[src/ordered_request_window_queue_defines.svh]
// Assertion macros shared by the ordered request window queue RTL.
// Standalone header, no dependencies; included by the top level only.
`ifndef ORDERED_REQUEST_WINDOW_QUEUE_DEFINES_SVH
`define ORDERED_REQUEST_WINDOW_QUEUE_DEFINES_SVH

// Same-cycle implication, checked at every rising edge outside reset.
`define ORWQ_ASSERT_NOW(label, clk, rst, pre, post, msg) \
   label: assert property (@(posedge clk) disable iff (rst) (pre) |-> (post)) \
      else $error(msg);

// Implication with a fixed number of cycles between cause and effect.
`define ORWQ_ASSERT_LATER(label, clk, rst, pre, n, post, msg) \
   label: assert property (@(posedge clk) disable iff (rst) (pre) |-> ##n (post)) \
      else $error(msg);

`endif

[src/orwq_pkg.sv]
// Shared types and constants for the ordered request window queue.
// No dependencies; used by orwq_front, orwq_back and the top level.
package orwq_pkg;

   // Parameter defaults
   localparam int MAX_NODES_DEFAULT   = 16;
   localparam int STAMP_WIDTH_DEFAULT = 32;

   // Fixed field widths
   localparam int FUNC_W      = 2;
   localparam int NODE_W      = 4;
   localparam int REQ_STAMP_W = 32;
   localparam int ERR_W       = 2;
   localparam int LEN_W       = 5;
   localparam int RES_W       = 8;

   // Resource count ceiling
   localparam logic [RES_W-1:0] RES_MAX = 8'd255;

   // Depth of the command queue between front and back
   localparam int QUEUE_DEPTH = 2;

   // Event kinds
   typedef enum logic [FUNC_W-1:0] {
      FUNC_REQUEST = 2'd0,
      FUNC_CONSUME = 2'd1,
      FUNC_PRODUCE = 2'd2,
      FUNC_NONE    = 2'd3
   } func_code_type;

   // Result error codes
   typedef enum logic [ERR_W-1:0] {
      ERR_OK      = 2'd0,
      ERR_DUP     = 2'd1,
      ERR_FULL    = 2'd2,
      ERR_CONSUME = 2'd3
   } err_code_type;

   // Classified command handed from front to back
   typedef struct packed {
      func_code_type     kind;
      logic              node_ok;
      logic [NODE_W-1:0] node;
   } cmd_type;

endpackage

[src/ordered_request_window_queue.sv]
// Ordered request window queue, top level: front end, command queue, back end.
// Depends on orwq_pkg, orwq_front, orwq_back and the defines header.
//
// Keeps requests sorted by stamp (ties to the lower node id) with a grant
// window as wide as the resource count. Every accepted word (start high while
// busy is low) yields exactly one result, shown for a single cycle with
// rsp_valid; the receiver cannot stall it, so it must take every result as it
// comes. Into an empty block, a word passes the command queue, the compare
// stage and the result registers in turn. The back end works on a word in two
// steps (compare against every entry, then shift and update) and takes no new
// word until the last is applied; a two-word queue in front lets start be
// taken while the back end is working, and busy rises only when that queue is
// full. Write csr_write_data with csr_write_en only while no word is in flight;
// it reloads the window count at once. No clearing pass is needed after reset.
module ordered_request_window_queue #(
   parameter int MAX_NODES   = orwq_pkg::MAX_NODES_DEFAULT,
   parameter int STAMP_WIDTH = orwq_pkg::STAMP_WIDTH_DEFAULT
) (
   input  logic                              clock,
   input  logic                              reset,
   input  logic                              start,
   output logic                              busy,
   input  logic [orwq_pkg::FUNC_W-1:0]       req_func,
   input  logic [orwq_pkg::NODE_W-1:0]       req_node_id,
   input  logic [orwq_pkg::REQ_STAMP_W-1:0]  req_stamp,
   output logic                              rsp_valid,
   output logic                              rsp_grant_valid,
   output logic [orwq_pkg::NODE_W-1:0]       rsp_grant_id,
   output logic [orwq_pkg::ERR_W-1:0]        rsp_error_code,
   output logic [orwq_pkg::LEN_W-1:0]        rsp_queue_length,
   output logic [orwq_pkg::RES_W-1:0]        rsp_resources_left,
   input  logic                              csr_write_en,
   input  logic [orwq_pkg::RES_W-1:0]        csr_write_data
);
   import orwq_pkg::*;
`include "ordered_request_window_queue_defines.svh"

   logic                   head_valid;
   cmd_type                head_cmd;
   logic [STAMP_WIDTH-1:0] head_stamp;
   logic                   pop;
   logic                   stage_busy;

   orwq_front #(
      .MAX_NODES   (MAX_NODES),
      .STAMP_WIDTH (STAMP_WIDTH)
   ) u_front (
      .clock       (clock),
      .reset       (reset),
      .start       (start),
      .req_func    (req_func),
      .req_node_id (req_node_id),
      .req_stamp   (req_stamp),
      .busy        (busy),
      .head_valid  (head_valid),
      .head_cmd    (head_cmd),
      .head_stamp  (head_stamp),
      .pop         (pop)
   );

   orwq_back #(
      .MAX_NODES   (MAX_NODES),
      .STAMP_WIDTH (STAMP_WIDTH)
   ) u_back (
      .clock              (clock),
      .reset              (reset),
      .head_valid         (head_valid),
      .head_cmd           (head_cmd),
      .head_stamp         (head_stamp),
      .pop                (pop),
      .stage_busy         (stage_busy),
      .csr_write_en       (csr_write_en),
      .csr_write_data     (csr_write_data),
      .rsp_valid          (rsp_valid),
      .rsp_grant_valid    (rsp_grant_valid),
      .rsp_grant_id       (rsp_grant_id),
      .rsp_error_code     (rsp_error_code),
      .rsp_queue_length   (rsp_queue_length),
      .rsp_resources_left (rsp_resources_left)
   );

   // A failed event never grants
   `ORWQ_ASSERT_NOW(a_err_no_grant, clock, reset, rsp_valid && (rsp_error_code != ERR_OK), !rsp_grant_valid, "grant reported on a failed event")

   // Queue never reports more entries than it can hold
   `ORWQ_ASSERT_NOW(a_len_bound, clock, reset, rsp_valid, 32'(rsp_queue_length) <= 32'(MAX_NODES), "queue length beyond capacity")

   // Into an empty block, an accepted word yields its result without stalling
   `ORWQ_ASSERT_LATER(a_empty_latency, clock, reset, start && !busy && !head_valid && !stage_busy, 3, rsp_valid, "result missing after accept into empty block")

   // The back end only pulls from a non-empty queue while its stage is free
   `ORWQ_ASSERT_NOW(a_pop_legal, clock, reset, pop, head_valid && !stage_busy, "pop from empty queue or busy stage")

endmodule

[src/orwq_front.sv]
// Front end: accepts words, classifies them and holds them in a short queue.
// Depends on orwq_pkg.
module orwq_front #(
   parameter int MAX_NODES   = orwq_pkg::MAX_NODES_DEFAULT,
   parameter int STAMP_WIDTH = orwq_pkg::STAMP_WIDTH_DEFAULT
) (
   input  logic                               clock,
   input  logic                               reset,
   input  logic                               start,
   input  logic [orwq_pkg::FUNC_W-1:0]        req_func,
   input  logic [orwq_pkg::NODE_W-1:0]        req_node_id,
   input  logic [orwq_pkg::REQ_STAMP_W-1:0]   req_stamp,
   output logic                               busy,
   output logic                               head_valid,
   output orwq_pkg::cmd_type                  head_cmd,
   output logic [STAMP_WIDTH-1:0]             head_stamp,
   input  logic                               pop
);
   import orwq_pkg::*;

   localparam int PTR_W   = (QUEUE_DEPTH > 1) ? $clog2(QUEUE_DEPTH) : 1;
   localparam int COUNT_W = $clog2(QUEUE_DEPTH + 1);

   cmd_type                q_cmd_ff   [QUEUE_DEPTH];
   cmd_type                q_cmd_in   [QUEUE_DEPTH];
   logic [STAMP_WIDTH-1:0] q_stamp_ff [QUEUE_DEPTH];
   logic [STAMP_WIDTH-1:0] q_stamp_in [QUEUE_DEPTH];
   logic [PTR_W-1:0]       wr_ptr_ff, wr_ptr_in;
   logic [PTR_W-1:0]       rd_ptr_ff, rd_ptr_in;
   logic [COUNT_W-1:0]     count_ff, count_in;
   cmd_type                cls_cmd;
   logic                   push;

   // Classify the incoming word
   always_comb begin
      cls_cmd.kind    = func_code_type'(req_func);
      cls_cmd.node    = req_node_id;
      cls_cmd.node_ok = (32'(req_node_id) < 32'(MAX_NODES));
   end

   assign busy       = (count_ff == COUNT_W'(QUEUE_DEPTH));
   assign push       = start && !busy;
   assign head_valid = (count_ff != '0);
   assign head_cmd   = q_cmd_ff[rd_ptr_ff];
   assign head_stamp = q_stamp_ff[rd_ptr_ff];

   // Queue pointers and storage
   always_comb begin
      q_cmd_in   = q_cmd_ff;
      q_stamp_in = q_stamp_ff;
      wr_ptr_in  = wr_ptr_ff;
      rd_ptr_in  = rd_ptr_ff;
      count_in   = count_ff;
      if (push) begin
         q_cmd_in[wr_ptr_ff]   = cls_cmd;
         q_stamp_in[wr_ptr_ff] = STAMP_WIDTH'(req_stamp);
         wr_ptr_in = (wr_ptr_ff == PTR_W'(QUEUE_DEPTH - 1)) ? '0 : wr_ptr_ff + 1'b1;
      end
      if (pop) begin
         rd_ptr_in = (rd_ptr_ff == PTR_W'(QUEUE_DEPTH - 1)) ? '0 : rd_ptr_ff + 1'b1;
      end
      if (push && !pop) begin
         count_in = count_ff + 1'b1;
      end else if (pop && !push) begin
         count_in = count_ff - 1'b1;
      end
   end

   always_ff @(posedge clock) begin
      if (reset) begin
         wr_ptr_ff <= '0;
         rd_ptr_ff <= '0;
         count_ff  <= '0;
      end else begin
         wr_ptr_ff <= wr_ptr_in;
         rd_ptr_ff <= rd_ptr_in;
         count_ff  <= count_in;
      end
   end

   always_ff @(posedge clock) begin
      q_cmd_ff   <= q_cmd_in;
      q_stamp_ff <= q_stamp_in;
   end

endmodule

[src/orwq_back.sv]
// Back end: sorted entry row, acknowledged marks and window count; compares
// a command against every entry, then applies it and registers the result.
// Depends on orwq_pkg.
module orwq_back #(
   parameter int MAX_NODES   = orwq_pkg::MAX_NODES_DEFAULT,
   parameter int STAMP_WIDTH = orwq_pkg::STAMP_WIDTH_DEFAULT
) (
   input  logic                          clock,
   input  logic                          reset,
   input  logic                          head_valid,
   input  orwq_pkg::cmd_type             head_cmd,
   input  logic [STAMP_WIDTH-1:0]        head_stamp,
   output logic                          pop,
   output logic                          stage_busy,
   input  logic                          csr_write_en,
   input  logic [orwq_pkg::RES_W-1:0]    csr_write_data,
   output logic                          rsp_valid,
   output logic                          rsp_grant_valid,
   output logic [orwq_pkg::NODE_W-1:0]   rsp_grant_id,
   output logic [orwq_pkg::ERR_W-1:0]    rsp_error_code,
   output logic [orwq_pkg::LEN_W-1:0]    rsp_queue_length,
   output logic [orwq_pkg::RES_W-1:0]    rsp_resources_left
);
   import orwq_pkg::*;

   localparam int TOTAL_W = $clog2(MAX_NODES + 1);

   // Entry row and bookkeeping
   logic [NODE_W-1:0]      node_ff [MAX_NODES];
   logic [NODE_W-1:0]      node_in [MAX_NODES];
   logic [STAMP_WIDTH-1:0] time_ff [MAX_NODES];
   logic [STAMP_WIDTH-1:0] time_in [MAX_NODES];
   logic [TOTAL_W-1:0]     total_ff, total_in;
   logic [MAX_NODES-1:0]   mark_ff, mark_in;
   logic [RES_W-1:0]       wc_ff, wc_in, wc_evt;

   // Compare stage
   logic                   stage_valid_ff, stage_valid_in;
   cmd_type                stage_cmd_ff, stage_cmd_in;
   logic [STAMP_WIDTH-1:0] stage_stamp_ff, stage_stamp_in;
   logic [MAX_NODES-1:0]   match_ff, match_in;
   logic [MAX_NODES-1:0]   before_ff, before_in;
   logic [NODE_W-1:0]      prod_node_ff, prod_node_in;
   logic                   prod_hit_ff, prod_hit_in;

   // Result registers
   logic                   rsp_valid_ff, rsp_valid_in;
   logic                   grant_valid_ff, grant_valid_in;
   logic [NODE_W-1:0]      grant_id_ff, grant_id_in;
   err_code_type           err_ff, err_in;
   logic [LEN_W-1:0]       len_ff, len_in;
   logic [RES_W-1:0]       res_ff, res_in;

   // Apply-cycle decode
   logic [MAX_NODES-1:0]   after_p;
   logic [MAX_NODES-1:0]   win_edge;
   logic [MAX_NODES-1:0]   in_win;
   logic [MAX_NODES-1:0]   node_hot;
   logic [MAX_NODES-1:0]   prod_hot;
   logic                   found, full, ins_in_win, cons_in_win;
   logic                   node_marked, prod_marked;
   logic                   do_insert, do_remove;

   assign pop        = head_valid && !stage_valid_ff;
   assign stage_busy = stage_valid_ff;

   // Compare the head command against every entry
   always_comb begin
      stage_valid_in = pop;
      stage_cmd_in   = stage_cmd_ff;
      stage_stamp_in = stage_stamp_ff;
      match_in       = match_ff;
      before_in      = before_ff;
      prod_node_in   = '0;
      prod_hit_in    = prod_hit_ff;
      if (pop) begin
         stage_cmd_in   = head_cmd;
         stage_stamp_in = head_stamp;
         prod_hit_in    = (32'(wc_ff) < 32'(total_ff));
         for (int i = 0; i < MAX_NODES; i++) begin
            match_in[i]  = (32'(i) < 32'(total_ff)) && (node_ff[i] == head_cmd.node);
            before_in[i] = (32'(i) < 32'(total_ff)) &&
                           ((time_ff[i] < head_stamp) ||
                            ((time_ff[i] == head_stamp) && (node_ff[i] < head_cmd.node)));
         end
      end
      // entry sitting just past the current window
      for (int i = 0; i < MAX_NODES; i++) begin
         if (32'(i) == 32'(wc_ff)) begin
            prod_node_in = prod_node_in | node_ff[i];
         end
      end
      if (!pop) begin
         prod_node_in = prod_node_ff;
      end
   end

   // Window and mark lookups for the command in the apply cycle
   always_comb begin
      for (int i = 0; i < MAX_NODES; i++) begin
         after_p[i] = 1'b0;
         for (int j = 0; j <= i; j++) begin
            after_p[i] = after_p[i] | match_ff[j];
         end
         win_edge[i] = (32'(wc_ff) == 32'(i) + 32'd1);
         in_win[i]   = (32'(i) < 32'(wc_ff));
         node_hot[i] = (32'(stage_cmd_ff.node) == 32'(i));
         prod_hot[i] = (32'(prod_node_ff) == 32'(i));
      end
      found       = |match_ff;
      full        = (32'(total_ff) >= 32'(MAX_NODES));
      ins_in_win  = (wc_ff != '0) && !(|(before_ff & win_edge));
      cons_in_win = |(match_ff & in_win);
      node_marked = |(mark_ff & node_hot);
      prod_marked = |(mark_ff & prod_hot);
   end

   // Apply the command
   always_comb begin
      node_in        = node_ff;
      time_in        = time_ff;
      total_in       = total_ff;
      mark_in        = mark_ff;
      wc_evt         = wc_ff;
      do_insert      = 1'b0;
      do_remove      = 1'b0;
      grant_valid_in = 1'b0;
      grant_id_in    = '0;
      err_in         = ERR_OK;

      if (stage_valid_ff) begin
         case (stage_cmd_ff.kind)
            FUNC_REQUEST: begin
               if (!stage_cmd_ff.node_ok) begin
                  err_in = ERR_FULL;
               end else if (found) begin
                  err_in = ERR_DUP;
               end else if (full) begin
                  err_in = ERR_FULL;
               end else begin
                  do_insert = 1'b1;
                  total_in  = total_ff + 1'b1;
                  if (ins_in_win) begin
                     grant_valid_in = 1'b1;
                     grant_id_in    = stage_cmd_ff.node;
                     mark_in        = mark_ff | node_hot;
                  end
               end
            end
            FUNC_CONSUME: begin
               if (!stage_cmd_ff.node_ok || !found || !cons_in_win || !node_marked) begin
                  err_in = ERR_CONSUME;
               end else begin
                  do_remove = 1'b1;
                  total_in  = total_ff - 1'b1;
                  mark_in   = mark_ff & ~node_hot;
                  wc_evt    = wc_ff - 1'b1;
               end
            end
            FUNC_PRODUCE: begin
               if (wc_ff != RES_MAX) begin
                  wc_evt = wc_ff + 1'b1;
                  if (prod_hit_ff && !prod_marked) begin
                     grant_valid_in = 1'b1;
                     grant_id_in    = prod_node_ff;
                     mark_in        = mark_ff | prod_hot;
                  end
               end
            end
            default: begin
            end
         endcase
      end

      // shift-insert: entries ranked after the new one move up a place
      if (do_insert) begin
         if (!before_ff[0]) begin
            node_in[0] = stage_cmd_ff.node;
            time_in[0] = stage_stamp_ff;
         end
         for (int i = 1; i < MAX_NODES; i++) begin
            if (!before_ff[i]) begin
               if (before_ff[i-1]) begin
                  node_in[i] = stage_cmd_ff.node;
                  time_in[i] = stage_stamp_ff;
               end else begin
                  node_in[i] = node_ff[i-1];
                  time_in[i] = time_ff[i-1];
               end
            end
         end
      end

      // remove: entries from the consumed one onward move down a place
      if (do_remove) begin
         for (int i = 0; i < MAX_NODES - 1; i++) begin
            if (after_p[i]) begin
               node_in[i] = node_ff[i+1];
               time_in[i] = time_ff[i+1];
            end
         end
      end

      // a register write reloads the window count
      wc_in = csr_write_en ? csr_write_data : wc_evt;

      rsp_valid_in = stage_valid_ff;
      len_in       = LEN_W'(total_in);
      res_in       = wc_evt;
   end

   always_ff @(posedge clock) begin
      if (reset) begin
         total_ff       <= '0;
         mark_ff        <= '0;
         wc_ff          <= '0;
         stage_valid_ff <= 1'b0;
         rsp_valid_ff   <= 1'b0;
      end else begin
         total_ff       <= total_in;
         mark_ff        <= mark_in;
         wc_ff          <= wc_in;
         stage_valid_ff <= stage_valid_in;
         rsp_valid_ff   <= rsp_valid_in;
      end
   end

   always_ff @(posedge clock) begin
      node_ff        <= node_in;
      time_ff        <= time_in;
      stage_cmd_ff   <= stage_cmd_in;
      stage_stamp_ff <= stage_stamp_in;
      match_ff       <= match_in;
      before_ff      <= before_in;
      prod_node_ff   <= prod_node_in;
      prod_hit_ff    <= prod_hit_in;
      grant_valid_ff <= grant_valid_in;
      grant_id_ff    <= grant_id_in;
      err_ff         <= err_in;
      len_ff         <= len_in;
      res_ff         <= res_in;
   end

   assign rsp_valid          = rsp_valid_ff;
   assign rsp_grant_valid    = grant_valid_ff;
   assign rsp_grant_id       = grant_id_ff;
   assign rsp_error_code     = err_ff;
   assign rsp_queue_length   = len_ff;
   assign rsp_resources_left = res_ff;

endmodule

[config.mk]
export PLATFORM = sky130hd
export DESIGN_NAME = ordered_request_window_queue
export DESIGN_NICKNAME = d
export VERILOG_FILES = /design/src/orwq_pkg.sv /design/src/ordered_request_window_queue.sv /design/src/orwq_front.sv /design/src/orwq_back.sv
export VERILOG_INCLUDE_DIRS = /design/src /design/src/src
export SDC_FILE = /design/constraint.sdc
export NUM_CORES = 2
export LEC_CHECK = 0
export BUFFER_PORTS_ARGS = -buffer_cell sky130_fd_sc_hd__buf_2
export CAP_MARGIN = 10
export CORE_ASPECT_RATIO = 1.2
export CORE_MARGIN = 3
export CORE_UTILIZATION = 32
export DETAILED_ROUTE_END_ITERATION = 8
export SYNTH_ARGS = -nofsm -noshare
export SYNTH_HDL_FRONTEND = slang
export SYNTH_SLANG_ARGS = --single-unit
[constraint.sdc]
create_clock -name clock -period 3.68 [get_ports clock]
set_input_delay 0.736 -clock clock [delete_from_list [all_inputs] [get_ports clock]]
set_output_delay 0.736 -clock clock [all_outputs]
set_load 0.01 [all_outputs]
# --- Yosys cells after proc, flatten, opt, wreduce, memory -nomap -nowiden ---
# Cells that the tools add are included.
# W data, S select, Z words.
op_classes:
  n_reduce_logical: 99
  n_eq_ne: 104
  magnitude_cmp: 69
  bitwise_logic: 40
  add_sub_neg: 8
  mux: 174
ops:
  columns: ["operator", "count"]
  rows:
  - ["$mux W32", 50]
  - ["$eq A32 B32 Y1", 16]
  - ["$lt A32 B32 Y1", 16]
  - ["$mux W512", 1]
  - ["$mux W480", 1]
  - ["$mux W4", 68]
  - ["$mux W16", 7]
  - ["$and A16 B16 Y16", 5]
  - ["$reduce_or A16 Y1", 5]
  - ["$bwmux W64", 1]
  - ["$eq A4 B4 Y1", 16]
  - ["$eq A4 B4 Y1 const B", 16]
  - ["$eq A4 B8 Y1 const A", 8]
  - ["$eq A8 B4 Y1 const B", 8]
  - ["$lt A4 B4 Y1", 16]
  - ["$lt A4 B8 Y1 const A", 8]
  - ["$mux W64", 1]
  - ["$mux W60", 1]
  - ["$or A4 B4 Y4", 15]
  - ["$logic_and A1 B1 Y1", 55]
  - ["$pmux W16 S3", 1]
  - ["$lt A4 B5 Y1 const A", 8]
  - ["$demux W32 S1", 1]
  - ["$eq A3 B8 Y1 const A", 4]
  - ["other kinds (58)", 166]
totals:
  register_bits: 785
  wordCells: 555
  out_inout_bits: 22
  in_bits: 50

# --- Depth between registers and ports, before layout ---
depth:
  ltp_word: 32
  ltp_mapped: 15

# --- Modules after synthesis ---
# A second synthesis with hierarchy kept.
hier_totals:
  hier_cells: 5973
  area_unflattened_um2: 50719.9
by_module_without_submodules:
  columns: ["module", "seq_area_each_um2", "n_inst", "cells_each", "area_per_inst_um2"]
  rows:
  - ["orwq_back", 15194.6, 1, 5830, 47774.6]
  - ["orwq_front", 2362.3, 1, 143, 2945.3]

# --- Worst setup path before layout ---
# No wires, ideal clock.
synth_path:
  path_type: "reg2reg"
  start: "register u_front.rd_ptr_ff"
  end: "register u_back.before_ff[15], data pin"
  slack_ps: -333
  path_stages_with_launch: 14
  synth_period_minus_slack_ps: 4013
  setup_ps: 146
  arrival_time_ps: 3867
  t_required_ps: 3534
  n_path_buf: 3
  path_cell_list: "dfxtp_1 clkbuf_1 clkbuf_1 clkbuf_1 mux2i_1 ha_1 a21o_1 a21oi_1 nor2b_1 o211ai_1 a31oi_1 a211o_1 a211o_1 a21oi_1"
synth_between:
  elab_chain_cells: 8
synth_rtl:
  columns: ["element", "line_no", "text"]
  rows:
  - ["start: declaration", "orwq_front.sv:29", "logic [PTR_W-1:0] rd_ptr_ff, rd_ptr_in;"]
  - ["start signal: assignment", "orwq_front.sv:76", "rd_ptr_ff <= rd_ptr_in;"]
  - ["$not A1 Y2 (not written as such) (*)", "orwq_front.sv:44, orwq_front.sv:45", null]
  - ["parallel branches: the longest is 5 deep, another holds $lt A32 B32 Y1", null, null]
  - ["$logic_or A1 B1 Y1 (*)", "orwq_back.sv:83", "((time_ff[i] < head_stamp) ||"]
  - ["$logic_and A1 B1 Y1 (*)", "orwq_back.sv:82", "before_in[i] = (32'(i) < 32'(total_ff)) &&"]
  - ["end signal: assignment", "orwq_back.sv:234", "before_ff <= before_in;"]
  - ["end: declaration", "orwq_back.sv:42", "logic [MAX_NODES-1:0] before_ff, before_in;"]
# Every way passes the cells marked *. The select of a mux whose other input is x is not followed.
# A chain may end at the register's enable or synchronous reset.

# --- Worst setup path in the final report ---
layout_path:
  start: "register u_front.rd_ptr_ff"
  end: "register u_back.before_ff[11], data pin"
# The elaborated chain is that of the path after synthesis.

==> metrics.md <==
| Metric | Value |
|---|---|
| # rows | 159 |
| DR WL met2 | 81,500 um |
| Min-Delay Path Depth | 1 |
| Critical Path Stages | 11 |
| Max Slew Vio Count | 0 |
| CTS sink count | 782 |
| Core area | 157,000 um2 |
| Initial core utilization | 32.4% |
| WL/cell | 20.4 um |
| R2R Setup Slk | 200 ps |
| Post-synthesis sequential area ratio | 34.4% |
| Vias per cell | 5.50 |
| Buf/Inv on CP | 4 |
| Fmax | 287 MHz |
| Setup crit end kind | register |
| Place WS | 68.8 ps |
| Most frequent CP cell | buf_12 |
| Fin Hold WS | 205 ps |
| DR vias | 44,200 |
| CP startpoint | u_front.rd_ptr_ff$_SDFFE_PP0P_ |
| Max layer used | met4 |
| TritonCTS clock tree | done |
| Startpoint types | register |
| Setup Buffers After CTS | 0 |
| Synth area leader | dfxtp_1 |
| Worst-margin pin slew | 1220 ps |
| CP top delay family | simple AND/OR/NAND/NOR gates |
| Die H | 443 um |
| M1 wire length | 69,900 um |
| Synthesized Nets | 6,531 |
| DR pass1 iterations | 6 |
| Initial antenna violation count | 2 |
| Synthesized area per cell | 8.66 um2 |
| Die width | 370 um |
| Post-synthesis async set-or-reset flop share | 0% |
| CTS max path bufs | 3 |
| Peak VDD IR | 0.000388 V |
| Final hold viol count | 0 |
| Net count, final | 6,496 |
| Setup-failing EPs final | 0 |
| Worst endpoint data arrival time | 3990 ps |
| Area of placed instances | 54,400 um2 |
| Clock skew | 36.4 ps |
| Final min period | 3480 ps |
| First DRT Iteration DRCs | 3,061 |
| Final WS setup | 197 ps |
| Syn Std Cell Area | 51,000 um2 |
| Commonest cells post-synth | 650 x a21oi_1, 650 x nand2_1, 595 x dfxtp_1, 593 x ha_1, 584 x mux2i_1 |
| Pwr dens | 626 nW/um2 |
| Ports | 72 |
| Top cell type's share of synthesized area | 23.4% |
| Cells after Synth | 5,888 |
| P_leak | 23.8 nW |
| Worst path cell trace | buf_12 > mux2i_2 > buf_12 > buf_4 > ha_1 > nand4_1 > nor2_1 > o21ai_0 > nor4_2 > inv_1 > a311oi_1 |
| Worst slew margin | 18.4% |
| Finished layout cell area | 57,700 um2 |
| Gr usage total | 19.4% |
| Period utilization | 94.6% |
| H-tree levels | 3 |
| DP HPWL | 125,000 um |
| Largest net degree at the start of global routing | 73 |
| Clock transition at path regs | 60 ps |
| Top cells by area, synth | dfxtp_1 23%, ha_1 15%, mux2i_1 11%, edfxtp_1 11%, a21oi_1 6.4% |
| Slowest stage delay, CP | 530 ps |
| Worst reg2reg startpoint | u_front.rd_ptr_ff$_SDFFE_PP0P_ |
| RSZ-0062 raised after global routing | false |
| First-pass GRT wire length | 254,000 um |
| Grt total ovfl | 0 |
| Root Driver | clkbuf_16 |
| Worst-Skew Late Latency | 720 ps |
| Main synth FF type | dfxtp_1 |
| Die Footprint | 164,000 um2 |
| Maximum capacitance violations | 0 |
| Area delta synth->final | 13.2% |
| Final Wtd Congestion | 0.944 |
| Setup TNS | 0 ps |
| Status | finished clean |
| Crit path required time | 4190 ps |
| Post-route ant nets | 0 |
| Hold Crit Class | primary input to register |
| Post-synthesis cell type count | 83 |
| Critical path fanouts, max | 13 |
| Worst Setup EP | u_back.before_ff[11]$_DFFE_PP_ |
| CTS Buf Count | 93 |
| R2R depth | 11 |
| Metal3 WL | 6310 um |
| Layout cell share with drive strength beyond 1 | 9.69% |
| Number of synthesized flops with an enable pin | 187 |
| DRC Markers | 0 |
| Slowest-stage cell, CP | dfxtp_4 |
| Port bufs | 71 |
| Seq cells post-synth | 782 |
| Final WL | 164,000 um |
| Synth Warn # | 0 |
| FF-to-FF End | u_back.before_ff[11]$_DFFE_PP_ |
| Vias in the first global route | 43,700 |
| WS Path Type | register to register |
## state kept, by name, indices dropped and copies added (netlist names), 2 cells and up
| register | flops |
|---|---|
| u_back.time_ff | 512 |
| u_back.total_ff | 5 |
| u_back.mark_ff | 16 |
| u_front.q_stamp_ff | 64 |
| u_back.stage_stamp_ff | 32 |
| u_back.rsp_error_code | 2 |
| u_back.rsp_grant_id | 4 |
| u_front.count_ff | 2 |
| u_back.stage_cmd_ff | 6 |
| u_back.prod_node_ff | 4 |
| u_back.wc_ff | 8 |
| u_back.match_ff | 16 |
| u_back.rsp_queue_length | 5 |
| u_back.node_ff | 64 |
| u_front.q_cmd_ff | 12 |
| u_back.before_ff | 16 |
| u_back.rsp_resources_left | 8 |
## cell families after synthesis
family                   after synthesis  share of synthesized area (%)
AO/OA/AOI/OAI                       1690                           18.6
XOR/XNOR                               4                         0.0687
adder cells (fa/ha/maj)              593                           14.6
buffers and inverters                483                           4.34
flip-flops                           782                           34.4
multiplexers                         673                           13.6
AND/OR/NAND/NOR                     1663                           14.4
## stage by stage
stage / instances / power [W] / util [%]
3_5_place_dp: 7851 / 0.0262 / 34.6
5_1_grt: 8028 / 0.0381 / 36.6
4_1_cts: 8027 / 0.0362 / 36.6
3_3_place_gp: 7851 / 0.0259 / 34.6
2_1_floorplan: 5888 / 0.0209 / -
6_report: 8029 / 0.0361 / 36.6
## worst min-delay path by stage
stage,startpoint,endpoint
floorplan,u_back.time_ff[160]$_DFF_P_,u_back.time_ff[192]$_DFF_P_
global placement,u_back.time_ff[160]$_DFF_P_,u_back.time_ff[192]$_DFF_P_
detailed placement,u_back.time_ff[10]$_DFFE_PP_,u_back.time_ff[42]$_DFF_P_
CTS,req_stamp[9],u_front.q_stamp_ff[9]$_DFFE_PP_
global route,req_stamp[9],u_front.q_stamp_ff[9]$_DFFE_PP_
finish,req_stamp[9],u_front.q_stamp_ff[9]$_DFFE_PP_
## per-layer routing
layer | up-vias | GRT usage (%)
met4 | 0 | 7.60
met5 | - | 0
met3 | 301 | 2.25
met2 | 925 | 34.3
li1 | 21300 | -
met1 | 21600 | 23.8
## power by group
part           total, W  switching, W  internal, W
sequential       0.0127       0.00244       0.0103
clock           0.00993       0.00408      0.00585
combinational    0.0135       0.00774      0.00572
## cell type report
class	instances	area, um2
diodes	2	5.00
well taps	2093	2620
fillers	16100	99700
clock inverters	48	569
inverters	105	395
multi-input cells	4623	31600
repair buffers	248	2310
flip-flops and latches	782	17500
clock buffers	128	2690
## worst reg2reg max path, stage by stage (launching register included)
cell      delay [ps]
dfxtp_4          530
buf_12           210
mux2i_2          290
buf_12           200
buf_4            190
ha_1             190
nand4_1          100
nor2_1           400
o21ai_0          400
nor4_2           440
inv_1             70
a311oi_1         270
## timing repair
item / in CTS / in global routing
setup endpoints to repair: 0 / 5
hold buffers: 0 / 0
resized for setup: 0 / 5
## cells in the final DEF, fill, tap and decap left out, types with 13 or more instances in the layout
master	n
nand2_1	650
a21oi_1	647
dfxtp_1	594
ha_1	593
nor2_1	574
mux2i_1	550
o21ai_0	392
o21ai_1	283
edfxtp_1	187
buf_4	127
nand4_1	124
a21o_1	119
inv_1	102
clkbuf_16	99
buf_2	71
mux2_2	61
nand3_1	60
nor2b_1	57
buf_12	50
o21a_1	41
nor3_1	35
mux2i_2	33
a211oi_1	31
o211ai_1	29
mux2_4	26
nand2b_1	22
nor4_1	22
a31oi_1	21
clkbuf_1	19
clkinv_2	18
nand2b_2	14
a22oi_1	13
(Power assumes the default switching activity.)
